$ cat src/rtl/pfa_pkg.sv
// ----------------------------------------------------------------------------
// Page frame allocator package
// Shared types, codes and the control store of the allocator's sequencer.
// ----------------------------------------------------------------------------
package pfa_pkg;

   localparam int PAGE_COUNT_W  = 8;
   localparam int CHAIN_HEAD_W  = 7;
   localparam int ALLOC_HEAD_W  = 7;
   localparam int ALLOC_ADDR_W  = 19;
   localparam int FREE_FRAMES_W = 8;

   localparam logic CMD_ALLOC = 1'b0;
   localparam logic CMD_FREE  = 1'b1;

   localparam logic STATUS_DONE    = 1'b0;
   localparam logic STATUS_REFUSED = 1'b1;

   localparam int STEP_W = 4;
   localparam logic [STEP_W-1:0] STEP_INIT       = 4'd0;
   localparam logic [STEP_W-1:0] STEP_IDLE       = 4'd1;
   localparam logic [STEP_W-1:0] STEP_ADISP      = 4'd2;
   localparam logic [STEP_W-1:0] STEP_ALOOP      = 4'd3;
   localparam logic [STEP_W-1:0] STEP_ACOMMIT    = 4'd4;
   localparam logic [STEP_W-1:0] STEP_RESP_HEAD  = 4'd5;
   localparam logic [STEP_W-1:0] STEP_REFUSE     = 4'd6;
   localparam logic [STEP_W-1:0] STEP_FDISP      = 4'd7;
   localparam logic [STEP_W-1:0] STEP_FLOOP      = 4'd8;
   localparam logic [STEP_W-1:0] STEP_FCOMMIT    = 4'd9;
   localparam logic [STEP_W-1:0] STEP_RESP_PLAIN = 4'd10;

   localparam logic [3:0] COND_NEVER        = 4'd0;
   localparam logic [3:0] COND_START        = 4'd1;
   localparam logic [3:0] COND_START_FREE   = 4'd2;
   localparam logic [3:0] COND_INIT_LAST    = 4'd3;
   localparam logic [3:0] COND_REQ_BAD      = 4'd4;
   localparam logic [3:0] COND_CNT_EQ_COUNT = 4'd5;
   localparam logic [3:0] COND_RDATA_NIL    = 4'd6;
   localparam logic [3:0] COND_FREE_BAD     = 4'd7;
   localparam logic [3:0] COND_WALK_END     = 4'd8;

   localparam logic [1:0] PTR_HOLD      = 2'd0;
   localparam logic [1:0] PTR_FREE_HEAD = 2'd1;
   localparam logic [1:0] PTR_CHEAD     = 2'd2;
   localparam logic [1:0] PTR_RDATA     = 2'd3;

   localparam logic [1:0] CNT_HOLD = 2'd0;
   localparam logic [1:0] CNT_ONE  = 2'd1;
   localparam logic [1:0] CNT_INC  = 2'd2;

   localparam logic [2:0] ADDR_CNT       = 3'd0;
   localparam logic [2:0] ADDR_FREE_HEAD = 3'd1;
   localparam logic [2:0] ADDR_CHEAD     = 3'd2;
   localparam logic [2:0] ADDR_RDATA     = 3'd3;
   localparam logic [2:0] ADDR_PTR       = 3'd4;

   localparam logic [1:0] WD_CNT_NEXT  = 2'd0;
   localparam logic [1:0] WD_NIL       = 2'd1;
   localparam logic [1:0] WD_LINK_HEAD = 2'd2;

   localparam logic [1:0] FH_HOLD     = 2'd0;
   localparam logic [1:0] FH_FROM_CUR = 2'd1;
   localparam logic [1:0] FH_CHEAD    = 2'd2;

   localparam logic [1:0] TOT_HOLD = 2'd0;
   localparam logic [1:0] TOT_SUB  = 2'd1;
   localparam logic [1:0] TOT_ADD  = 2'd2;

   localparam logic [1:0] RSP_NONE   = 2'd0;
   localparam logic [1:0] RSP_HEAD   = 2'd1;
   localparam logic [1:0] RSP_PLAIN  = 2'd2;
   localparam logic [1:0] RSP_REFUSE = 2'd3;

   typedef struct packed {
      logic              idle;
      logic [3:0]        cond_a;
      logic [STEP_W-1:0] tgt_a;
      logic [3:0]        cond_b;
      logic [STEP_W-1:0] tgt_b;
      logic [STEP_W-1:0] tgt_else;
      logic [1:0]        ptr_sel;
      logic [1:0]        cnt_op;
      logic              head_ld;
      logic              cur_ld;
      logic [2:0]        addr_sel;
      logic              mem_we;
      logic [1:0]        wd_sel;
      logic [1:0]        fh_op;
      logic [1:0]        tot_op;
      logic [1:0]        rsp_op;
   } ucode_word_type;

   typedef struct packed {
      logic start;
      logic start_free;
      logic init_last;
      logic req_bad;
      logic cnt_eq_count;
      logic rdata_nil;
      logic free_bad;
      logic walk_end;
   } seq_flags_type;

   function automatic logic cond_true(input logic [3:0] cond, input seq_flags_type f);
      logic hit;
      hit = 1'b0;
      case (cond)
         COND_NEVER:        hit = 1'b0;
         COND_START:        hit = f.start;
         COND_START_FREE:   hit = f.start_free;
         COND_INIT_LAST:    hit = f.init_last;
         COND_REQ_BAD:      hit = f.req_bad;
         COND_CNT_EQ_COUNT: hit = f.cnt_eq_count;
         COND_RDATA_NIL:    hit = f.rdata_nil;
         COND_FREE_BAD:     hit = f.free_bad;
         COND_WALK_END:     hit = f.walk_end;
         default:           hit = 1'b0;
      endcase
      return hit;
   endfunction

   function automatic ucode_word_type ucode_rom(input logic [STEP_W-1:0] step);
      ucode_word_type w;
      w = '0;
      case (step)
         STEP_INIT: begin
            w.mem_we   = 1'b1;
            w.addr_sel = ADDR_CNT;
            w.wd_sel   = WD_CNT_NEXT;
            w.cnt_op   = CNT_INC;
            w.cond_a   = COND_INIT_LAST;
            w.tgt_a    = STEP_IDLE;
            w.tgt_else = STEP_INIT;
         end
         STEP_IDLE: begin
            w.idle     = 1'b1;
            w.cond_a   = COND_START_FREE;
            w.tgt_a    = STEP_FDISP;
            w.cond_b   = COND_START;
            w.tgt_b    = STEP_ADISP;
            w.tgt_else = STEP_IDLE;
         end
         STEP_ADISP: begin
            w.cond_a   = COND_REQ_BAD;
            w.tgt_a    = STEP_REFUSE;
            w.ptr_sel  = PTR_FREE_HEAD;
            w.head_ld  = 1'b1;
            w.cnt_op   = CNT_ONE;
            w.addr_sel = ADDR_FREE_HEAD;
            w.tgt_else = STEP_ALOOP;
         end
         STEP_ALOOP: begin
            w.cur_ld   = 1'b1;
            w.cond_a   = COND_CNT_EQ_COUNT;
            w.tgt_a    = STEP_ACOMMIT;
            w.cond_b   = COND_RDATA_NIL;
            w.tgt_b    = STEP_REFUSE;
            w.ptr_sel  = PTR_RDATA;
            w.cnt_op   = CNT_INC;
            w.addr_sel = ADDR_RDATA;
            w.tgt_else = STEP_ALOOP;
         end
         STEP_ACOMMIT: begin
            w.mem_we   = 1'b1;
            w.addr_sel = ADDR_PTR;
            w.wd_sel   = WD_NIL;
            w.fh_op    = FH_FROM_CUR;
            w.tot_op   = TOT_SUB;
            w.tgt_else = STEP_RESP_HEAD;
         end
         STEP_RESP_HEAD: begin
            w.rsp_op   = RSP_HEAD;
            w.tgt_else = STEP_IDLE;
         end
         STEP_REFUSE: begin
            w.rsp_op   = RSP_REFUSE;
            w.tgt_else = STEP_IDLE;
         end
         STEP_FDISP: begin
            w.cond_a   = COND_FREE_BAD;
            w.tgt_a    = STEP_RESP_PLAIN;
            w.ptr_sel  = PTR_CHEAD;
            w.cnt_op   = CNT_ONE;
            w.addr_sel = ADDR_CHEAD;
            w.tgt_else = STEP_FLOOP;
         end
         STEP_FLOOP: begin
            w.cond_a   = COND_WALK_END;
            w.tgt_a    = STEP_FCOMMIT;
            w.ptr_sel  = PTR_RDATA;
            w.cnt_op   = CNT_INC;
            w.addr_sel = ADDR_RDATA;
            w.tgt_else = STEP_FLOOP;
         end
         STEP_FCOMMIT: begin
            w.mem_we   = 1'b1;
            w.addr_sel = ADDR_PTR;
            w.wd_sel   = WD_LINK_HEAD;
            w.fh_op    = FH_CHEAD;
            w.tot_op   = TOT_ADD;
            w.tgt_else = STEP_RESP_PLAIN;
         end
         STEP_RESP_PLAIN: begin
            w.rsp_op   = RSP_PLAIN;
            w.tgt_else = STEP_IDLE;
         end
         default: begin
            w.tgt_else = STEP_IDLE;
         end
      endcase
      return w;
   endfunction

endpackage

$ cat src/rtl/pfa_ram.sv
// ----------------------------------------------------------------------------
// Generic single-port RAM
// One read/write port, registered read data, read returns the old contents.
// ----------------------------------------------------------------------------
module pfa_ram #(
   parameter int WIDTH = 8,
   parameter int DEPTH = 128
) (
   input  logic                     clock,
   input  logic                     we,
   input  logic [$clog2(DEPTH)-1:0] addr,
   input  logic [WIDTH-1:0]         wdata,
   output logic [WIDTH-1:0]         rdata
);

   logic [WIDTH-1:0] mem_ff [DEPTH];
   logic [WIDTH-1:0] rdata_ff;

   always_ff @(posedge clock) begin
      if (we) begin
         mem_ff[addr] <= wdata;
      end
      rdata_ff <= mem_ff[addr];
   end

   assign rdata = rdata_ff;

endmodule

$ cat src/rtl/pfa_sequencer.sv
// ----------------------------------------------------------------------------
// Allocator sequencer
// Step counter over the control store, with two conditional jumps per step.
// ----------------------------------------------------------------------------
module pfa_sequencer (
   input  logic                    clock,
   input  logic                    reset,
   input  pfa_pkg::seq_flags_type  flags,
   output pfa_pkg::ucode_word_type ctrl,
   output logic                    adv
);

   import pfa_pkg::*;

   logic [STEP_W-1:0] upc_ff;
   logic [STEP_W-1:0] upc_in;
   logic              hit_a;
   logic              hit_b;

   assign ctrl  = ucode_rom(upc_ff);
   assign hit_a = cond_true(ctrl.cond_a, flags);
   assign hit_b = cond_true(ctrl.cond_b, flags);
   assign adv   = !hit_a && !hit_b;

   always_comb begin
      if (hit_a) begin
         upc_in = ctrl.tgt_a;
      end else if (hit_b) begin
         upc_in = ctrl.tgt_b;
      end else begin
         upc_in = ctrl.tgt_else;
      end
   end

   always_ff @(posedge clock) begin
      if (reset) begin
         upc_ff <= STEP_INIT;
      end else begin
         upc_ff <= upc_in;
      end
   end

endmodule

$ cat src/rtl/pfa_datapath.sv
// ----------------------------------------------------------------------------
// Allocator datapath
// Item registers, list pointers, walk counter, free count and result registers.
// ----------------------------------------------------------------------------
module pfa_datapath #(
   parameter int FRAMES     = 128,
   parameter int PAGE_BYTES = 4096
) (
   input  logic                                 clock,
   input  logic                                 reset,
   input  pfa_pkg::ucode_word_type              ctrl,
   input  logic                                 adv,
   input  logic                                 start,
   input  logic                                 req_cmd,
   input  logic [pfa_pkg::PAGE_COUNT_W-1:0]     req_page_count,
   input  logic [pfa_pkg::CHAIN_HEAD_W-1:0]     req_chain_head,
   input  logic                                 req_chain_present,
   output pfa_pkg::seq_flags_type               flags,
   output logic                                 mem_we,
   output logic [$clog2(FRAMES)-1:0]            mem_addr,
   output logic [$clog2(FRAMES+1)-1:0]          mem_wdata,
   input  logic [$clog2(FRAMES+1)-1:0]          mem_rdata,
   output logic                                 rsp_strobe,
   output logic                                 rsp_status,
   output logic [pfa_pkg::ALLOC_HEAD_W-1:0]     rsp_alloc_head,
   output logic [pfa_pkg::ALLOC_ADDR_W-1:0]     rsp_alloc_addr,
   output logic [pfa_pkg::FREE_FRAMES_W-1:0]    rsp_free_frames
);

   import pfa_pkg::*;

   localparam int LW  = $clog2(FRAMES + 1);
   localparam int AW  = $clog2(FRAMES);
   localparam int WW  = (LW > PAGE_COUNT_W) ? LW : PAGE_COUNT_W;
   localparam int XW  = (LW > ALLOC_HEAD_W) ? LW : ALLOC_HEAD_W;
   localparam int PBW = $clog2(PAGE_BYTES + 1);
   localparam int MW  = LW + PBW;
   localparam int PW  = (MW > ALLOC_ADDR_W) ? MW : ALLOC_ADDR_W;
   localparam logic [LW-1:0] NIL      = LW'(FRAMES);
   localparam logic [WW-1:0] FRAMES_W = WW'(FRAMES);
   localparam logic [WW-1:0] LAST_W   = WW'(FRAMES - 1);

   logic                    cmd_ff;
   logic [PAGE_COUNT_W-1:0] count_ff;
   logic [CHAIN_HEAD_W-1:0] chead_ff;
   logic                    present_ff;
   logic [LW-1:0]           ptr_ff;
   logic [LW-1:0]           ptr_in;
   logic [LW-1:0]           cur_ff;
   logic [LW-1:0]           head_ff;
   logic [LW-1:0]           free_head_ff;
   logic [LW-1:0]           free_head_in;
   logic [LW-1:0]           free_total_ff;
   logic [LW-1:0]           free_total_in;
   logic [WW-1:0]           cnt_ff;
   logic [WW-1:0]           cnt_in;
   logic [LW-1:0]           chead_lw;
   logic [LW-1:0]           addr_lw;
   logic [LW:0]             total_sum;
   logic [WW-1:0]           total_w;
   logic [XW-1:0]           head_x;
   logic [PW-1:0]           addr_prod;
   logic                    rsp_strobe_ff;
   logic                    rsp_status_ff;
   logic [ALLOC_HEAD_W-1:0] rsp_alloc_head_ff;
   logic [ALLOC_ADDR_W-1:0] rsp_alloc_addr_ff;
   logic [FREE_FRAMES_W-1:0] rsp_free_frames_ff;

   assign chead_lw = LW'(chead_ff);
   assign total_w  = WW'(free_total_ff);
   assign head_x   = XW'(head_ff);
   assign addr_prod = PW'(head_ff) * PW'(PAGE_BYTES);
   assign total_sum = {1'b0, free_total_ff} + {1'b0, cnt_ff[LW-1:0]};

   always_comb begin
      flags              = '0;
      flags.start        = start;
      flags.start_free   = start && (req_cmd == CMD_FREE);
      flags.init_last    = (cnt_ff == LAST_W);
      flags.req_bad      = (count_ff == '0) || (free_head_ff >= NIL);
      flags.cnt_eq_count = (cnt_ff == WW'(count_ff));
      flags.rdata_nil    = (mem_rdata >= NIL);
      flags.free_bad     = !present_ff || (WW'(chead_ff) >= FRAMES_W);
      flags.walk_end     = (cnt_ff == FRAMES_W) || (mem_rdata >= NIL);
   end

   always_comb begin
      case (ctrl.addr_sel)
         ADDR_CNT:       addr_lw = cnt_ff[LW-1:0];
         ADDR_FREE_HEAD: addr_lw = free_head_ff;
         ADDR_CHEAD:     addr_lw = chead_lw;
         ADDR_RDATA:     addr_lw = mem_rdata;
         ADDR_PTR:       addr_lw = ptr_ff;
         default:        addr_lw = ptr_ff;
      endcase
   end

   assign mem_addr = addr_lw[AW-1:0];
   assign mem_we   = ctrl.mem_we;

   always_comb begin
      case (ctrl.wd_sel)
         WD_CNT_NEXT:  mem_wdata = LW'(cnt_ff + WW'(1));
         WD_NIL:       mem_wdata = NIL;
         WD_LINK_HEAD: mem_wdata = (free_head_ff < NIL) ? free_head_ff : NIL;
         default:      mem_wdata = NIL;
      endcase
   end

   always_comb begin
      ptr_in = ptr_ff;
      if (adv) begin
         case (ctrl.ptr_sel)
            PTR_HOLD:      ptr_in = ptr_ff;
            PTR_FREE_HEAD: ptr_in = free_head_ff;
            PTR_CHEAD:     ptr_in = chead_lw;
            PTR_RDATA:     ptr_in = mem_rdata;
            default:       ptr_in = ptr_ff;
         endcase
      end
   end

   always_comb begin
      cnt_in = cnt_ff;
      if (adv) begin
         case (ctrl.cnt_op)
            CNT_HOLD: cnt_in = cnt_ff;
            CNT_ONE:  cnt_in = WW'(1);
            CNT_INC:  cnt_in = cnt_ff + WW'(1);
            default:  cnt_in = cnt_ff;
         endcase
      end
   end

   always_comb begin
      case (ctrl.fh_op)
         FH_HOLD:     free_head_in = free_head_ff;
         FH_FROM_CUR: free_head_in = (cur_ff < NIL) ? cur_ff : NIL;
         FH_CHEAD:    free_head_in = chead_lw;
         default:     free_head_in = free_head_ff;
      endcase
   end

   always_comb begin
      case (ctrl.tot_op)
         TOT_HOLD: free_total_in = free_total_ff;
         TOT_SUB: begin
            if (total_w > WW'(count_ff)) begin
               free_total_in = LW'(total_w - WW'(count_ff));
            end else begin
               free_total_in = '0;
            end
         end
         TOT_ADD: begin
            if (total_sum > (LW + 1)'(FRAMES)) begin
               free_total_in = NIL;
            end else begin
               free_total_in = LW'(total_sum);
            end
         end
         default: free_total_in = free_total_ff;
      endcase
   end

   always_ff @(posedge clock) begin
      if (reset) begin
         cnt_ff        <= '0;
         free_head_ff  <= '0;
         free_total_ff <= NIL;
         rsp_strobe_ff <= 1'b0;
      end else begin
         cnt_ff        <= cnt_in;
         free_head_ff  <= free_head_in;
         free_total_ff <= free_total_in;
         rsp_strobe_ff <= (ctrl.rsp_op != RSP_NONE);
      end
   end

   always_ff @(posedge clock) begin
      if (ctrl.idle && start) begin
         cmd_ff     <= req_cmd;
         count_ff   <= req_page_count;
         chead_ff   <= req_chain_head;
         present_ff <= req_chain_present;
      end
      ptr_ff <= ptr_in;
      if (ctrl.cur_ld) begin
         cur_ff <= mem_rdata;
      end
      if (adv && ctrl.head_ld) begin
         head_ff <= free_head_ff;
      end
      case (ctrl.rsp_op)
         RSP_HEAD: begin
            rsp_status_ff      <= STATUS_DONE;
            rsp_alloc_head_ff  <= head_x[ALLOC_HEAD_W-1:0];
            rsp_alloc_addr_ff  <= addr_prod[ALLOC_ADDR_W-1:0];
            rsp_free_frames_ff <= total_w[FREE_FRAMES_W-1:0];
         end
         RSP_PLAIN: begin
            rsp_status_ff      <= STATUS_DONE;
            rsp_alloc_head_ff  <= '0;
            rsp_alloc_addr_ff  <= '0;
            rsp_free_frames_ff <= total_w[FREE_FRAMES_W-1:0];
         end
         RSP_REFUSE: begin
            rsp_status_ff      <= STATUS_REFUSED;
            rsp_alloc_head_ff  <= '0;
            rsp_alloc_addr_ff  <= '0;
            rsp_free_frames_ff <= total_w[FREE_FRAMES_W-1:0];
         end
         default: begin
            rsp_status_ff      <= rsp_status_ff;
         end
      endcase
   end

   assign rsp_strobe      = rsp_strobe_ff;
   assign rsp_status      = rsp_status_ff;
   assign rsp_alloc_head  = rsp_alloc_head_ff;
   assign rsp_alloc_addr  = rsp_alloc_addr_ff;
   assign rsp_free_frames = rsp_free_frames_ff;

`ifndef SYNTHESIS
   a_total_bounded: assert property (@(posedge clock) disable iff (reset)
      free_total_ff <= NIL)
      else $error("Free frame count exceeds the pool size.");

   a_alloc_cmd: assert property (@(posedge clock) disable iff (reset)
      (ctrl.rsp_op == RSP_HEAD) |-> (cmd_ff == CMD_ALLOC))
      else $error("Allocation result issued for a free item.");
`endif

endmodule

$ cat src/rtl/page_frame_free_list_allocator_top.sv
// ----------------------------------------------------------------------------
// Page frame free-list allocator
// After reset the link table is initialized entry by entry, with busy high
// throughout. An item is taken when start is high and busy is low. An
// allocate of N frames walks N links of the free list and a free of a chain
// of L frames walks its L links; a refused or empty item ends or skips the walk.
// The walk follows one link per cycle through the table's single port. The
// result appears for one cycle with rsp_strobe high, in the cycle busy falls,
// and cannot be held off by the receiver.
// ----------------------------------------------------------------------------
module page_frame_free_list_allocator_top #(
   parameter int FRAMES     = 128,
   parameter int PAGE_BYTES = 4096
) (
   input  logic                              clock,
   input  logic                              reset,
   input  logic                              start,
   output logic                              busy,
   input  logic                              req_cmd,
   input  logic [pfa_pkg::PAGE_COUNT_W-1:0]  req_page_count,
   input  logic [pfa_pkg::CHAIN_HEAD_W-1:0]  req_chain_head,
   input  logic                              req_chain_present,
   output logic                              rsp_strobe,
   output logic                              rsp_status,
   output logic [pfa_pkg::ALLOC_HEAD_W-1:0]  rsp_alloc_head,
   output logic [pfa_pkg::ALLOC_ADDR_W-1:0]  rsp_alloc_addr,
   output logic [pfa_pkg::FREE_FRAMES_W-1:0] rsp_free_frames
);

   import pfa_pkg::*;

   localparam int LW = $clog2(FRAMES + 1);
   localparam int AW = $clog2(FRAMES);

   ucode_word_type ctrl;
   seq_flags_type  flags;
   logic           adv;
   logic           mem_we;
   logic [AW-1:0]  mem_addr;
   logic [LW-1:0]  mem_wdata;
   logic [LW-1:0]  mem_rdata;

   assign busy = !ctrl.idle;

   pfa_sequencer u_seq (
      .clock (clock),
      .reset (reset),
      .flags (flags),
      .ctrl  (ctrl),
      .adv   (adv)
   );

   pfa_datapath #(
      .FRAMES     (FRAMES),
      .PAGE_BYTES (PAGE_BYTES)
   ) u_dp (
      .clock             (clock),
      .reset             (reset),
      .ctrl              (ctrl),
      .adv               (adv),
      .start             (start),
      .req_cmd           (req_cmd),
      .req_page_count    (req_page_count),
      .req_chain_head    (req_chain_head),
      .req_chain_present (req_chain_present),
      .flags             (flags),
      .mem_we            (mem_we),
      .mem_addr          (mem_addr),
      .mem_wdata         (mem_wdata),
      .mem_rdata         (mem_rdata),
      .rsp_strobe        (rsp_strobe),
      .rsp_status        (rsp_status),
      .rsp_alloc_head    (rsp_alloc_head),
      .rsp_alloc_addr    (rsp_alloc_addr),
      .rsp_free_frames   (rsp_free_frames)
   );

   pfa_ram #(
      .WIDTH (LW),
      .DEPTH (FRAMES)
   ) u_next_link (
      .clock (clock),
      .we    (mem_we),
      .addr  (mem_addr),
      .wdata (mem_wdata),
      .rdata (mem_rdata)
   );

`ifndef SYNTHESIS
   a_rsp_when_idle: assert property (@(posedge clock) disable iff (reset)
      rsp_strobe |-> !busy)
      else $error("Result shown while the block is still busy.");

   a_accept_to_busy: assert property (@(posedge clock) disable iff (reset)
      (start && !busy) |=> (busy && !rsp_strobe))
      else $error("Accepted item did not start the sequencer.");

   a_refuse_clean: assert property (@(posedge clock) disable iff (reset)
      (rsp_strobe && (rsp_status == STATUS_REFUSED)) |->
      ((rsp_alloc_head == '0) && (rsp_alloc_addr == '0)))
      else $error("Refused item carries a frame index or address.");
`endif

endmodule
$ cat config.mk
export PLATFORM = sky130hd
export DESIGN_NAME = page_frame_free_list_allocator_top
export DESIGN_NICKNAME = d
export VERILOG_FILES = /design/src/rtl/pfa_pkg.sv /design/src/rtl/pfa_ram.sv /design/src/rtl/pfa_sequencer.sv /design/src/rtl/pfa_datapath.sv /design/src/rtl/page_frame_free_list_allocator_top.sv
export SDC_FILE = /design/constraint.sdc
export NUM_CORES = 1
export LEC_CHECK = 0
export ABC_CLOCK_PERIOD_IN_PS = 14700
export BUFFER_PORTS_ARGS = -buffer_cell sky130_fd_sc_hd__buf_4
export CELL_PAD_IN_SITES_DETAIL_PLACEMENT = 2
export CELL_PAD_IN_SITES_GLOBAL_PLACEMENT = 2
export CORE_AREA = 2 2 322 324
export DETAILED_ROUTE_END_ITERATION = 8
export DIE_AREA = 0 0 324 326
export PLACE_DENSITY_LB_ADDON = 0.08
export SLEW_MARGIN = 20
export SYNTH_ARGS = -nofsm -noshare
export SYNTH_HDL_FRONTEND = slang
export SYNTH_HIERARCHICAL = 1
export SYNTH_SLANG_ARGS = --single-unit
$ cat constraint.sdc
create_clock -name clock -period 14.7 [get_ports clock]
set_input_delay 2.205 -clock clock [delete_from_list [all_inputs] [get_ports clock]]
set_output_delay 2.205 -clock clock [all_outputs]
set_load 0.02 [all_outputs]
Word-level counts from Yosys, hierarchy flattened
Memories as Yosys holds them, arrays and structs flattened. A register that Yosys moved wholly into a read port is not among the register bits.
Index checks and enable logic that the tools add are counted.
Cells by class
  equal/unequal tests: 45
  add/sub/neg operators: 3
  reductions and logical operators: 32
  bitwise gates (word level): 1
  order comparisons: 6
  mux-type cells: 31
Operators with widths (number)
  8-bit one-hot mux with 2 select lines: 4
  8-bit one-hot mux with 6 select lines: 1
  19-bit one-hot mux with 2 select lines: 1
  4-bit by 3-bit equality test with 1-bit output (second input constant): 8
  8-bit two-way mux: 4
  7-bit one-hot mux with 2 select lines: 2
  7-bit one-hot mux with 4 select lines: 1
  7-bit one-hot mux with 3 select lines: 1
  4-bit one-hot mux with 5 select lines: 1
  2-bit equality test (second input constant): 8
  4-bit by 2-bit equality test with 1-bit output (second input constant): 4
  4-bit equality test (second input constant): 4
  8-bit greater-or-equal comparator (second input constant): 2
  8-bit less-than comparator (second input constant): 2
  1-bit one-hot mux with 8 select lines: 2
  2-bit OR reduction: 7
  3-bit by 2-bit equality test with 1-bit output (second input constant): 4
  3-bit equality test (second input constant): 4
  2-bit one-hot mux with 3 select lines: 2
  3-bit one-hot mux with 4 select lines: 1
  2-bit nonzero test: 6
  2-bit by 1-bit equality test with 1-bit output (second input constant): 5
  8-bit by 8-bit adder with 9-bit output: 1
  9-bit by 8-bit > comparator with 1-bit output (second input constant): 1
  other kinds (25): 42
Word-level totals
  bits in registers: 102
  memories: 1
  memory bits (writable): 1024
  word-level logic and storage cells: 134
Memories
  u_next_link.mem_ff: words 128, width 8, read ports 1, clocked after memory_dff 1, write ports 1, line pfa_ram.sv:16  | logic [WIDTH-1:0] mem_ff [DEPTH];

Longest topological paths before layout
  depth after elaboration: 7
  mapped depth: 19
  gate-level depth less buffers: 13

Modules after synthesis
The synthesis kept the hierarchy.
Modules (own cells, without submodules)
  pfa_ram: cells an instance 2475, times used 1, sequential area each 30909.6 um^2, area an instance 40433.8 um^2
  pfa_datapath: cells an instance 440, times used 1, sequential area each 2122.0 um^2, area an instance 4540.6 um^2
  pfa_sequencer: cells an instance 94, times used 1, sequential area each 80.1 um^2, area an instance 661.9 um^2
  page_frame_free_list_allocator_top: cells an instance 1, times used 1, sequential area each 0.0 um^2, area an instance 3.8 um^2

Worst setup path before layout
OpenSTA, ideal clock, no wires.
  kind: reg2reg
  start: register u_seq.upc_ff[1]
  end: memory u_next_link.mem_ff[0][2], data pin
  data arrival time: 6.706 ns
  period minus slack after synthesis: 7.936 ns
  path slack: 6.764 ns
  library setup time: 1.229 ns
  cell stages (with the launch flop): 9
  required time: 13.471 ns
  buffers on the path: 4
  cells stage by stage: dfxtp_1 buf_6 or2_1 clkbuf_2 nor2_1 buf_4 clkbuf_1 nor2_1 a211oi_1
RTL lines
  from (decl): line pfa_sequencer.sv:15  | logic [STEP_W-1:0] upc_ff;
  from (signal assigned): line pfa_sequencer.sv:39  | upc_ff <= upc_in;
  to (decl): line pfa_ram.sv:16

==> results.py <==
metrics = {
    "status": {
        "status": "complete, no violations",
    },
    "worst_hold_path": {
        "min_path_type": "flop to flop",
    },
    "global_routing": {
        "grt_max_degree": 128,
        "antenna_found_initial": 5,
        "gr-usage-all-layers_pct": 31.2,
        "grt_pass1_vias": 30600,
        "grt_first_pass_wirelength_mm": 235,
        "grt-ovfl-total": 0,
    },
    "pwr": {
        "p_total_uw": 9550,
        "pwr_density_cell_mw_per_mm2": 188,
        "vdd_drop_max_uv": 120,
        "switching_share_pct": 35.3,
        "internal-power_uw": 6180,
        "p_seq_share_pct": 39.8,
        "switchingPower_uw": 3370,
        "leakagePower_uw": 0.0158,
        "power_frac_clock_pct": 31.6,
        "combPwrFrac_pct": 28.6,
    },
    "sta": {
        "fmax_ghz": 0.157,
        "clock_skew_ns": 0.0337,
        "setup_viol": 0,
        "maxSlewViolCount": 0,
        "tns_ns": 0,
        "max_slew_margin_pct": 15.0,
        "fin_crit_sh_pct": 43.3,
        "rsz0062_at_grt": "no",
        "min_period_ns": 6.37,
        "tightest_slew_ns": 1.26,
        "fin_ws_ns": 8.33,
        "hold_slack_ns": 0.530,
        "hold_violations": 0,
    },
    "critical_path": {
        "cp_cell_sequence": "nand2_1 > nor3_2 > or2_2 > mux4_2 > mux2_8 > buf_4 > nor2b_4 > buf_4 > a22oi_1 > nand3_1 > nand2_1 > a2111oi_0 > nor3_1 > nand3_1",
        "slowest_delay_ns": 0.93,
        "critical_path.top_delay_family": "simple AND/OR/NAND/NOR gates",
        "crit_buf_inv": 2,
        "cp-end-kind": "flop",
        "crit_type": "flop to flop",
        "critPathLaunchType": "flop",
        "slowest_stage": "a2111oi_0",
        "cp.required_ns": 15.35,
        "critical_path.max_fanout": 41,
        "arrival_ns": 7.02,
    },
    "clock_network": {
        "cts_hold_buf": 0,
        "post-cts-setup-buffers": 0,
        "tritoncts": "built",
        "post_cts_resize_count": 0,
        "cts.sinks": 1115,
        "cts_max_path_buffers": 3,
        "numCtsBuffers": 117,
        "clk_pin_slew_ns": 0.06,
        "clk_latency_ns": 0.72,
        "htree_levels": 3,
        "cts-root-buf": "clkbuf_16",
    },
    "placement": {
        "dp_hpwl_mm": 100,
        "gp_congestion": 0.871,
        "numPortBuffers": 44,
        "pre_cts_ws_ns": 8.16,
    },
    "die": {
        "start_util_pct": 44.4,
        "fp.dieH_um": 326,
        "num_io_pins": 57,
        "rows": 118,
        "die-area_mm2": 0.106,
        "die_x_um": 324,
        "coreArea_mm2": 0.103,
    },
    "logic_synthesis": {
        "synth_area_per_cell_um2": 15.2,
        "yosys_warnings": 6,
        "syn-cell-area_mm2": 0.0456,
        "netlist_instances": 2994,
    },
    "flow_run": {
        "drv_cap": 0,
    },
    "finish": {
        "n_fill_cell": 9416,
        "syn_to_final_growth_pct": 11.7,
        "final_nets": 3023,
        "drive_above_1_share_pct": 13.5,
    },
    "detailed_routing": {
        "avgViaCountPerCell": 6.54,
        "drt_pass1_iterations": 6,
        "drc": 0,
        "totalWireLength_mm": 165,
        "drtIter0Drc": 3429,
        "wl_per_cell_um": 37.0,
        "vias": 29200,
        "drtAntennaViolNets": 0,
    },
}
[state kept, by name, summed over array words and instances (netlist names)]
| signal | flops |
|---|---|
| u_dp/chead_ff | 7 |
| u_dp/cnt_ff | 8 |
| u_dp/count_ff | 8 |
| u_dp/cur_ff | 8 |
| u_dp/free_head_ff | 8 |
| u_dp/free_total_ff | 8 |
| u_dp/head_ff | 7 |
| u_dp/present_ff | 1 |
| u_dp/ptr_ff | 7 |
| u_dp/rsp_alloc_head | 7 |
| u_dp/rsp_free_frames | 8 |
| u_dp/rsp_status | 1 |
| u_dp/rsp_strobe | 1 |
| u_next_link/mem_ff | 1024 |
| u_next_link/rdata | 8 |
| u_seq/upc_ff | 4 |
[layout make-up]
| type | count | area [um^2] | area share [%] |
|---|---|---|---|
| Sequential cell | 1115 | 33100 | 65.1 |
| Inverter | 29 | 111 | 0.219 |
| Clock buffer | 150 | 3180 | 6.24 |
| Clock inverter | 67 | 698 | 1.37 |
| Multi-Input combinational cell | 1610 | 11200 | 22.1 |
| Antenna cell | 1 | 2.50 | 0.00492 |
| Tap cell | 1380 | 1730 | 3.39 |
| Timing Repair Buffer | 107 | 832 | 1.64 |
[worst reg2reg max path, stage by stage (launching register included)]
cell and delay, ns:
dfxtp_1 0.71, nand2_1 0.14, nor3_2 0.65, or2_2 0.35, mux4_2 0.23, mux2_8 0.44
buf_4 0.61, nor2b_4 0.88, buf_4 0.65, a22oi_1 0.17, nand3_1 0.18, nand2_1 0.08
a2111oi_0 0.93, nor3_1 0.16, nand3_1 0.13
[power groups by stage]
stage | logic (uW) | registers (uW) | clock network [uW]
final | 2740 | 3800 | 3020
after global routing | 2830 | 3810 | 3170
after CTS | 2700 | 3800 | 3070
after detailed placement | 2670 | 3870 | 0
after global placement | 2600 | 3860 | 0
after floorplan | 1520 | 3840 | 0
[path summary, 6_finish.rpt]
kind / start / to / slack, ns / depth (start not counted)
worst min register to register: u_dp/free_total_ff[2] / u_dp/rsp_free_frames[2] / 0.53 / 0
worst min-delay path: u_dp/free_total_ff[2] / u_dp/rsp_free_frames[2] / 0.53 / 0
worst max-delay path: u_seq/upc_ff[1] / u_next_link/rdata[1] / 8.33 / 14
worst max register to register: u_seq/upc_ff[1] / u_next_link/rdata[1] / 8.33 / 14
[per-stage QoR]
step / cells / util [%] / area [um^2]
after floorplan: 3005 / - / 45600
after global placement: 4241 / 45.8 / 47000
after detailed placement: 4241 / 45.8 / 47000
after CTS: 4458 / 49.6 / 50900
after global routing: 4458 / 49.6 / 50900
final: 4459 / 49.6 / 50900
[cells in the final DEF (no fill, tap or decap), types with 26 or more instances in the layout]
master     count
o21ai_0       93
o22ai_1       26
buf_4        104
a22oi_1       81
mux2i_1       72
clkinv_1      27
inv_1         26
nor2_1       296
a21oi_1      162
nor3_1        26
a221oi_1     225
mux2_2        64
clkbuf_16    120
edfxtp_1    1078
a22o_1        41
dfxtp_1       37
nand2_1      120
[per-layer routing]
metal	routed length, um	global-route usage, %
met2	78400	50.0
met1	67500	42.6
met5	12	0
met3	11200	4.97
met4	7770	12.9
Power figures use the tool's default switching activity.
